**src/rtl/sclt_pkg.sv**
```systemverilog
`timescale 1ns / 1ps
// ----------------------------------------------------------------------------
// sclt_pkg: shared types and constants of the sector cache tag store
// Command codes, the word broadcast to every slot cell, the search carry that
// ripples along the cell chain, and the write-back request.
// ----------------------------------------------------------------------------
package sclt_pkg;

  // command codes
  localparam logic [1:0] CMD_LOOKUP     = 2'd0;
  localparam logic [1:0] CMD_ADD        = 2'd1;
  localparam logic [1:0] CMD_INVALIDATE = 2'd2;

  // drive number that frees the picked slot, untagged, on add
  localparam logic [7:0] DRIVE_NONE = 8'hFF;

  // command word seen by every cell during a sweep
  typedef struct packed {
    logic [1:0]  cmd;
    logic [7:0]  drive;
    logic [31:0] sector;
    logic [31:0] sector_last;
    logic [31:0] counter;
  } bcast_t;

  // search carry handed from cell to cell
  typedef struct packed {
    logic        tok;   // sweep token is here
    logic        hit;   // lookup hit, or free slot found on add
    logic [31:0] age;   // largest age so far on add
  } carry_t;

  // write-back request to the picked slot
  typedef struct packed {
    logic        en;
    logic        valid;
    logic        tag;
    logic        stamp;
    logic [31:0] stamp_val;
  } wr_t;

endpackage

```
**src/rtl/sclt_cell.sv**
```systemverilog
`timescale 1ns / 1ps
// ----------------------------------------------------------------------------
// sclt_cell: one slot of the tag store
// Holds valid, drive, sector and stamp of one slot. When the sweep token
// arrives it compares its tag against the command, updates the search carry
// and hands it on to the next cell through its carry register.
// ----------------------------------------------------------------------------
module sclt_cell #(
  parameter int IDX    = 0,
  parameter int IDX_W  = 5,
  parameter int CNT_W  = 6
) (
  input  logic                   clk,
  input  logic                   rst,
  input  sclt_pkg::bcast_t       bc,
  input  logic [CNT_W-1:0]       live,
  input  sclt_pkg::carry_t       carry_in,
  input  logic [IDX_W-1:0]       pick_in,
  output sclt_pkg::carry_t       carry_out,
  output logic [IDX_W-1:0]       pick_out,
  input  sclt_pkg::wr_t          wr,
  input  logic [IDX_W-1:0]       wr_idx
);
  import sclt_pkg::*;

  logic        valid;
  logic [7:0]  drive;
  logic [31:0] sector;
  logic [31:0] stamp;

  logic             active;
  logic             tag_match;
  logic             in_range;
  logic             wr_sel;
  logic [31:0]      age;
  carry_t           carry_next;
  logic [IDX_W-1:0] pick_next;
  logic             clear_hit;

  assign active    = CNT_W'(IDX) < live;
  assign tag_match = valid && (drive == bc.drive);
  assign in_range  = (sector >= bc.sector) && (sector <= bc.sector_last);
  assign age       = bc.counter - stamp;
  assign wr_sel    = wr.en && (wr_idx == IDX_W'(IDX));

  // compare against the command and update the carry
  always_comb begin
    carry_next = carry_in;
    pick_next  = pick_in;
    clear_hit  = 1'b0;
    if (carry_in.tok && active) begin
      case (bc.cmd)
        CMD_LOOKUP: begin
          if (!carry_in.hit && tag_match && (sector == bc.sector)) begin
            carry_next.hit = 1'b1;
            pick_next      = IDX_W'(IDX);
          end
        end
        CMD_ADD: begin
          if (!carry_in.hit) begin
            if (!valid) begin
              carry_next.hit = 1'b1;
              pick_next      = IDX_W'(IDX);
            end else if (age > carry_in.age) begin
              carry_next.age = age;
              pick_next      = IDX_W'(IDX);
            end
          end
        end
        CMD_INVALIDATE: begin
          clear_hit = tag_match && in_range;
        end
        default: begin
        end
      endcase
    end
  end

  // carry register towards the next cell
  always_ff @(posedge clk) begin
    if (rst) begin
      carry_out.tok <= 1'b0;
    end else begin
      carry_out.tok <= carry_next.tok;
    end
    carry_out.hit <= carry_next.hit;
    carry_out.age <= carry_next.age;
    pick_out      <= pick_next;
  end

  // slot state: range clear during the sweep, write-back afterwards
  always_ff @(posedge clk) begin
    if (rst) begin
      valid <= 1'b0;
    end else if (wr_sel) begin
      valid <= wr.valid;
    end else if (clear_hit) begin
      valid <= 1'b0;
    end
    if (wr_sel && wr.tag) begin
      drive  <= bc.drive;
      sector <= bc.sector;
    end
    if (wr_sel && wr.stamp) begin
      stamp <= wr.stamp_val;
    end
  end

endmodule

```
**config.mk**
```make
export PLATFORM = sky130hd
export DESIGN_NAME = sclt_cell
export DESIGN_NICKNAME = d
export VERILOG_FILES = /design/src/rtl/sclt_pkg.sv /design/src/rtl/sclt_cell.sv
export SDC_FILE = /design/constraint.sdc
export NUM_CORES = 1
export LEC_CHECK = 0
export BUFFER_PORTS_ARGS = -buffer_cell sky130_fd_sc_hd__buf_2
export CAP_MARGIN = 0
export CELL_PAD_IN_SITES_DETAIL_PLACEMENT = 0
export CELL_PAD_IN_SITES_GLOBAL_PLACEMENT = 1
export CORE_ASPECT_RATIO = 0.9
export CORE_MARGIN = 10
export CORE_UTILIZATION = 36
export CTS_CLUSTER_SIZE = 20
export DETAILED_ROUTE_END_ITERATION = 7
export PLACE_DENSITY_LB_ADDON = 0.1
export SLEW_MARGIN = 5
export SYNTH_ARGS = -nofsm -noshare
export SYNTH_HDL_FRONTEND = slang
export SYNTH_SLANG_ARGS = --single-unit
```
**constraint.sdc**
```tcl
create_clock -name clk -period 4.7 [get_ports clk]
set_clock_uncertainty 0.2 [all_clocks]
set_input_delay 0.235 -clock clk [delete_from_list [all_inputs] [get_ports clk]]
set_output_delay 0.235 -clock clk [all_outputs]
set_load 0.02 [all_outputs]
```
## After elaboration in Yosys (flattened, before gate mapping)

Cells that the tools add are included.

| storage, ports and cells | value |
|---|---|
| word-level logic and storage cells | 48 |
| bits of input ports | 194 |
| output and inout bits | 39 |
| register bits after elaboration | 112 |

| cells by class | value |
|---|---|
| add/subtract/negate cells | 1 |
| eq/ne operators | 4 |
| magnitude comparators | 4 |
| muxes and demuxes | 18 |
| reductions and logical operators | 13 |

Operators with widths:

| kind | number |
|---|---|
| 32-bit 2-to-1 mux | 3 |
| 33-bit 2-to-1 mux | 2 |
| 32-bit == test | 1 |
| 32-bit greater-or-equal comparator | 1 |
| 32-bit > comparator | 1 |
| 32-bit less-or-equal comparator | 1 |
| 32-bit subtractor | 1 |
| 5-bit 2-to-1 mux | 5 |
| 5-bit case mux with 2 select lines | 1 |
| 1-bit logical AND | 9 |
| 8-bit == test | 1 |
| 1-bit by 6-bit < comparator with 1-bit output (first input constant) | 1 |
| 1-bit 2-to-1 mux | 6 |
| 5-bit logical NOT | 1 |
| 2-bit by 1-bit == test with 1-bit output (second input constant) | 1 |
| 2-bit == test (second input constant) | 1 |
| 2-bit logical NOT | 1 |
| 1-bit case mux with 2 select lines | 1 |
| 2-bit nonzero test | 1 |
| 1-bit logical NOT | 1 |

## Logic depth before layout (Yosys ltp)

Gate-level depths: netlist of run 1.

| logic depth | value |
|---|---|
| word-level depth | 7 |
| mapped depth | 20 |

## Worst setup path before layout of run 1

No wires, ideal clock.

| timing | value |
|---|---|
| path type | register to register |
| start | reg stamp[0] |
| end | reg carry_out[10] (netlist bit) |
| setup time | 0.121 ns |
| path slack | 0.148 ns |
| arrival time | 4.230 ns |
| period minus slack after synthesis | 4.552 ns |
| cell stages (with the launch flop) | 19 |
| required time | 4.379 ns |
| cells stage by stage | edfxtp_1 -> ha_1 -> inv_1 -> fa_1 -> a21oi_1 -> o211ai_1 -> nand4_1 -> a31oi_1 -> o41ai_2 -> o31ai_1 -> xor2_1 -> ha_1 -> nand4_1 -> or2_2 -> a2111oi_4 -> o41ai_2 -> nor4_4 -> buf_6 -> mux2_4 |

RTL lines:

| item | RTL line | RTL |
|---|---|---|
| from (decl) | sclt_cell.sv:29 | `logic [31:0] stamp;` |
| from (signal assigned) | sclt_cell.sv:105 | `stamp <= wr.stamp_val;` |
| to (decl) | sclt_cell.sv:19 | `output sclt_pkg::carry_t carry_out,` |

==> run metrics, run 1 <==
slew of the pin with the lowest slew margin 976.5 ps; placed insts 1343; Clk network pwr share 0.323; Fin. Hold Viols 0; max frequency about 210 MHz; filler instances 1983; crit-path max FO 6; # H-tree levels 3; antenna-violating nets left 0; Synth Warn # 0; post-route cell area 11750 um^2; Post-DP Area between 9000 and 10000 um^2; most used cell, CP buf_4; Yosys cell types 58; crit-path max cell delay 440 ps; Tot Pwr 2.620 mW; gpl congestion 0.8556; Internal Power about 1.9 mW; via count 6970; CP Capture Type register; Final period util 0.9912; mean area per synthesized cell ~10 um^2; largest net degree at the start of global routing 41; CP startpoint kind register; Comb pwr share 0.265; fin nets approximately 1500; Site Rows 51; Die Wd 175.5 um; CTS Root Buffer Type clkbuf_16; first-pass GRT wire length 38380 um; Synth Register Bits about 110; switch share 0.2719; Pre-Repair DR Iteration Count 4; Placement Setup Slack -295.0 ps; Initial Utilization 0.3643; Die ar. 28070 um^2; VDD IR max approximately 180 uV; register area share after synthesis 0.3782; Fin Hold WS 78.60 ps; CP arrival 4700 ps; DR WL/cell about 16 um; setup ws final 41.15 ps; Rel. slew slack 0.3490; WP buf/inv 7; max-cap check violation count 0; final setup fails 0; latest clock arrival within the worst-skew pair 350 ps; CTS clk-pin slew, worst paths 80 ps; drt first-iter violations approximately 250; die span in y 160.0 um; CTS Sinks 112; prevailing post-synth register cell edfxtp_1; Post-DP HPWL 19060 um; asr flop ratio synth 0; Setup CP Type register to register; Crit-path slowest cell o41ai_4; Post-synth EDFFs 72; Reg power frac 0.412; FF+latch area 2963 um^2; CTS tree done; NetSw about 0.71 mW; Vias/cell ~4.7; status finished, final reports clean; fin. max-slew vios 0; CTS Buf Count 9; Max Buffers Root-to-Sink 2; Mapped Cells 770; syn_nets 1092; area of the multi-input gates 4634 um^2; RSZ-0062 raised after global routing true; PortBufs ~230; Top delay family on crit path compound AO/OA/AOI/OAI gates; fin cells 1495; core area roughly 22000 um^2; vias in the first global route 7562; worst path cell trace inv_1 -> buf_4 -> ha_1 -> nand3b_1 -> a21oi_2 -> o21ai_1 -> buf_4 -> a31oi_4 -> nor3_2 -> buf_4 -> o31ai_4 -> buf_4 -> xor2_2 -> ha_1 -> a21o_1 -> a21o_1 -> a21oi_2 -> o21ai_2 -> o41ai_4 -> nor4_4 -> buf_4 -> bufbuf_16 -> mux2_4; GRT Total Usage 0.1700; min cycle time layout 4659 ps; Leak 5.710 nW; synthesized area approximately 7800 um^2; Pwr Density 223.0 nW/um^2; worst min-delay path category primary input to register; Residual DRC 0; Syn-to-layout area delta 49.95%; required time worst endpoint 4740 ps; GRT overflow 0; initial antenna violation count 5; io pins 233; share of cells above drive strength 1 0.3405; Routed WL 24100 um
final cells by class:
type	instances	share of cell area
Multi-Input combinational cell	517	0.3945
Sequential cell	112	0.2522
Timing Repair Buffer	422	0.2519
Inverter	134	0.04281
Tap cell	291	0.03099
Clock buffer	10	0.01949
Clock inverter	6	0.007561
Antenna cell	3	0.0006390
sequential cells by signal (all words and copies together) (netlist names):
register	count
pick_out	5
valid	1
drive	8
carry_out	34
sector	32
stamp	32
path summary, 6_finish.rpt:
path | startpoint | endpoint | slack, ps | cells after the start
max | stamp[1] | carry_out[30] | 40 | 23
max reg2reg | stamp[1] | carry_out[30] | 40 | 23
min reg2reg | stamp[0] | carry_out[0] | 420 | 2
min | bc[104] | valid | 80 | 5
worst register-to-register path, delay by kind of cell (launching register included):
family,cells,cell delay [ps]
AOI/OAI and AO/OA,9,1680
xor gates and xnor gates,1,160
adders and majority gates,2,530
buffers and inverters,7,1150
DFF,1,320
muxes,1,290
and+or+nand+nor,3,240
cells in the mapped netlist (all sizes together) (10+ instances only):
master,count,area (um^2)
nand2,40,150.1
o21ai,30,153.9
nand4,30,193.9
inv,134,503.0
nor2,28,105.1
nand3,10,50.05
xnor2,24,210.2
a21o,31,234.0
ha,127,1589
dfxtp,40,800.8
edfxtp,72,2162
a21oi,47,235.2
nor3,12,65.06
mux2,31,457.9
xor2,15,131.4
metal layers:
metal / track usage / share of wire / routed length, um
met5: 0 / 0.0010 / 25
met4: 0.03389 / 0.012 / 299
met3: 0.04974 / 0.060 / 1444
met2: 0.3136 / 0.52 / 12460
met1: 0.1890 / 0.41 / 9878
metrics by stage:
stage | TNS (ps) | util
after floorplan | 0 | -
after global placement | -6215 | 0.4535
after detailed placement | -8482 | 0.4535
after CTS | -3.653 | 0.5373
after global routing | -3414 | 0.5462
final | 0 | 0.5463
power groups by stage:
stage,Sequential (mW),Clock (mW),Combinational (mW)
6_report,1.08,0.846,0.694
5_1_grt,1.08,0.909,0.773
4_1_cts,1.08,0.880,0.671
3_5_place_dp,1.10,0,0.552
3_3_place_gp,1.10,0,0.553
2_1_floorplan,1.13,0,0.293
cells by family (layout without fill, tap and decap cells):
logic type / after synthesis / count (layout) / synth area share
mux: 33 / 33 / 0.06100
fa+ha+maj: 128 / 128 / 0.2054
other cells: 0 / 3 / 0
simple gates: 151 / 151 / 0.1006
compound gates: 166 / 166 / 0.1405
flops: 112 / 112 / 0.3782
buf+inv: 141 / 572 / 0.07074
xor+xnor: 39 / 39 / 0.04360
layout by cell type, fill, tap and decap left out, types with 10 or more instances in the layout:
| master | instances |
|---|---|
| nand2_1 | 40 |
| xor2_1 | 12 |
| edfxtp_1 | 72 |
| inv_1 | 133 |
| o21ai_0 | 22 |
| nand3_1 | 10 |
| xnor2_1 | 22 |
| a21oi_1 | 38 |
| nand4_1 | 29 |
| buf_2 | 232 |
| buf_4 | 69 |
| mux2_4 | 31 |
| dlygate4sd3_1 | 113 |
| ha_1 | 123 |
| dfxtp_1 | 40 |
| a21o_1 | 30 |
| nor2_1 | 28 |
what timing repair did:
action,in CTS,in global routing
pin swaps,26,17
cloned,3,0
endpoints found under the hold margin,111,0
buffers inserted,15,4
setup endpoints to repair,32,37
hold buffers,113,0
gates resized for setup,39,32
(Power assumes the default switching activity.)
==> run 2: changes to the inputs <==
PLACE_DENSITY = 0.83   (was default)
PLACE_DENSITY_LB_ADDON = default   (was 0.1)
==> run 2 against run 1 <==
Effect of this change: the flow now finishes with violations (negative setup slack); first-iteration DRC count up 25%; sequential share of layout area up 0.076 points; worst setup slack worse by 200 ps; global-route usage up 0.62 points; via count up 4.7%; clock power down 9.1%; total power down 1.7%; combinational power up 4.9%; cell count up 1.4%; core utilization down 0.16 points; final area down 0.30%; flip-flop and latch count unchanged; highest routed layer unchanged.
==> run metrics, run 2 (synthesis results as in run 1) <==
NetSw 0.7396 mW (was 0.7124 mW); first-pass GRT wire length 39830 um (was 38380 um); Comb pwr share 0.283 (was 0.265); gpl congestion 0.8738 (was 0.8556); Fin Hold WS 77.95 ps (was 78.60 ps); Initial Utilization 0.3643 (unchanged); commonest cells after routing, fill and taps aside buf_2, inv_1, ha_1, dlygate4sd3_1, buf_4 (was buf_2, inv_1, ha_1, dlygate4sd3_1, edfxtp_1); max reg flops 34 (unchanged); required time worst endpoint 4760 ps (was 4740 ps); Site Rows 51 (unchanged); min cycle time layout 4856 ps (was 4659 ps); Routed WL 25270 um (was 24100 um); CP Capture Type register (unchanged); Largest Register carry_out (unchanged); Post-DP HPWL 19120 um (was 19060 um); met2 usage 0.3066 (was 0.3136); post-route cell area 11710 um^2 (was 11750 um^2); vias in the first global route 7854 (was 7562); initial antenna violation count 3 (was 5); max-cap check violation count 0 (unchanged); core area 21500 um^2 (unchanged); PortBufs 232 (unchanged); share of cells above drive strength 1 0.3393 (was 0.3405); crit-path max FO 4 (was 6); Fin. Hold Viols 0 (unchanged); Final period util 1.033 (was 0.9912); most used cell, CP buf_4 (unchanged); worst r2r src stamp[0] (was stamp[1]); Placement Setup Slack -439.2 ps (was -295.0 ps); grt met1 use 0.2061 (was 0.1890); Clk network pwr share 0.299 (was 0.323); die span in y 160.0 um (unchanged); CTS clk-pin slew, worst paths 80 ps (about the same); worst hold path startpoint bc[104] (unchanged); RSZ-0062 raised after global routing true (unchanged); fin nets 1540 (was 1518); max frequency 205.9 MHz (was 214.6 MHz); Rel. slew slack 0.3358 (was 0.3490); status finished, violations left (was finished, final reports clean); most common cell after layout, fill and taps aside buf_2 (unchanged); antenna-violating nets left 0 (unchanged); largest net degree at the start of global routing 41 (unchanged); slew of the pin with the lowest slew margin 996.3 ps (was 976.5 ps); CP startpoint kind register (unchanged); setup TNS -722.6 ps (was 0 ps); GRT overflow 0 (unchanged); CTS tree done (unchanged); CTS Root Buffer Type clkbuf_16 (unchanged); crit path from stamp[0] (was stamp[1]); Pwr Density 220.0 nW/um^2 (was 223.0 nW/um^2); Setup CP Type register to register (unchanged); Residual DRC 0 (unchanged); failing checks negative setup slack; Reg power frac 0.419 (was 0.412); Post-Route Utilization 0.5447 (was 0.5463); via count 7298 (was 6970); GRT Total Usage 0.1762 (was 0.1700); CTS Sinks 112 (unchanged); final setup fails 22 (was 0); DR WL/cell 16.67 um (was 16.12 um); switch share 0.2870 (was 0.2719); met3 Track Usage GR 0.05068 (was 0.04974); Syn-to-layout area delta 49.50% (was 49.95%); Max Buffers Root-to-Sink 2 (unchanged); Crit-path slowest cell edfxtp_1 (was o41ai_4); Post-DP Area 9722 um^2 (was 9752 um^2); worst min-delay path category primary input to register (unchanged); CP arrival 4910 ps (was 4700 ps); VDD IR max 158.3 uV (was 182.4 uV); setup ws final -155.9 ps (was 41.15 ps); drt first-iter violations 310 (was 248); crit-path max cell delay 430 ps (was 440 ps); fin. max-slew vios 0 (unchanged); Vias/cell 4.814 (was 4.662); Internal Power 1.837 mW (was 1.908 mW); Leak 5.748 nW (was 5.710 nW); placed insts 1339 (was 1343); Pre-Repair DR Iteration Count 5 (was 4); io pins 233 (unchanged); Die Wd 175.5 um (unchanged); Die ar. 28070 um^2 (unchanged); fin cells 1516 (was 1495); top flop regs carry_out (34), sector (32), stamp (32) (unchanged); grt peak-use layer met2 (unchanged); latest clock arrival within the worst-skew pair 370 ps (was 350 ps); # H-tree levels 3 (unchanged); CTS Buf Count 9 (unchanged); Tot Pwr 2.577 mW (was 2.620 mW)
run 2: cell count changes in the layout (fill, tap and decap cells not counted), sizes merged:
cell,before,now
inv,136,135
bufinv,2,0
buf,308,331
bufbuf,1,0
clkinv,1,4
diode,3,2
run 2: area by class of cell:
type                    count  area (um^2)
well taps                 291        364.1
clock buffers              10        239.0
diodes                      2        5.005
repair buffers            444         3092
flip-flops and latches    112         2963
fillers                  1855         9791
multi-input cells         517         4506
inverters                 134        503.0
clock inverters             6        42.54
run 2: path summary, 6_finish.rpt:
kind	endpoint	slack, ps	cells past startpoint
max reg2reg	carry_out[30]	-160	28
max	carry_out[30]	-160	28
min reg2reg	carry_out[0]	430	2
min	valid	80	5
run 2: metal layers:
layer / wire length (um) / part of all wire / vias to the layer above
li1: - / - / 3654
met1: 10750 / 0.43 / 3367
met2: 12420 / 0.49 / 244
met3: 1739 / 0.069 / 31
met4: 346 / 0.014 / 2
met5: 17 / 0.00067 / -
run 2: what timing repair did:
action / 4_1_cts / 5_1_grt
pin swaps: 22 / 8
hold buffers: 113 / 0
resized for setup: 30 / 9
endpoints found under the hold margin: 111 / 0
setup endpoints to repair: 37 / 37
buffers inserted: 43 / 4
cloned: 2 / 0
run 2: worst max-delay path: cells and delay by family (launching register included):
kind | cells | cell delay (ps)
and+or+nand+nor | 1 | 250
muxes | 1 | 240
DFF | 1 | 430
buffers and inverters | 18 | 2190
adders and majority gates | 2 | 390
xor gates and xnor gates | 1 | 130
AOI/OAI and AO/OA | 5 | 930
run 2: power groups by stage:
stage	Combinational [mW]	Clock [mW]	Sequential, mW
2_1_floorplan	0.293	0	1.13
6_report	0.728	0.769	1.08
3_3_place_gp	0.549	0	1.10
3_5_place_dp	0.556	0	1.10
5_1_grt	0.800	0.828	1.08
4_1_cts	0.709	0.794	1.08
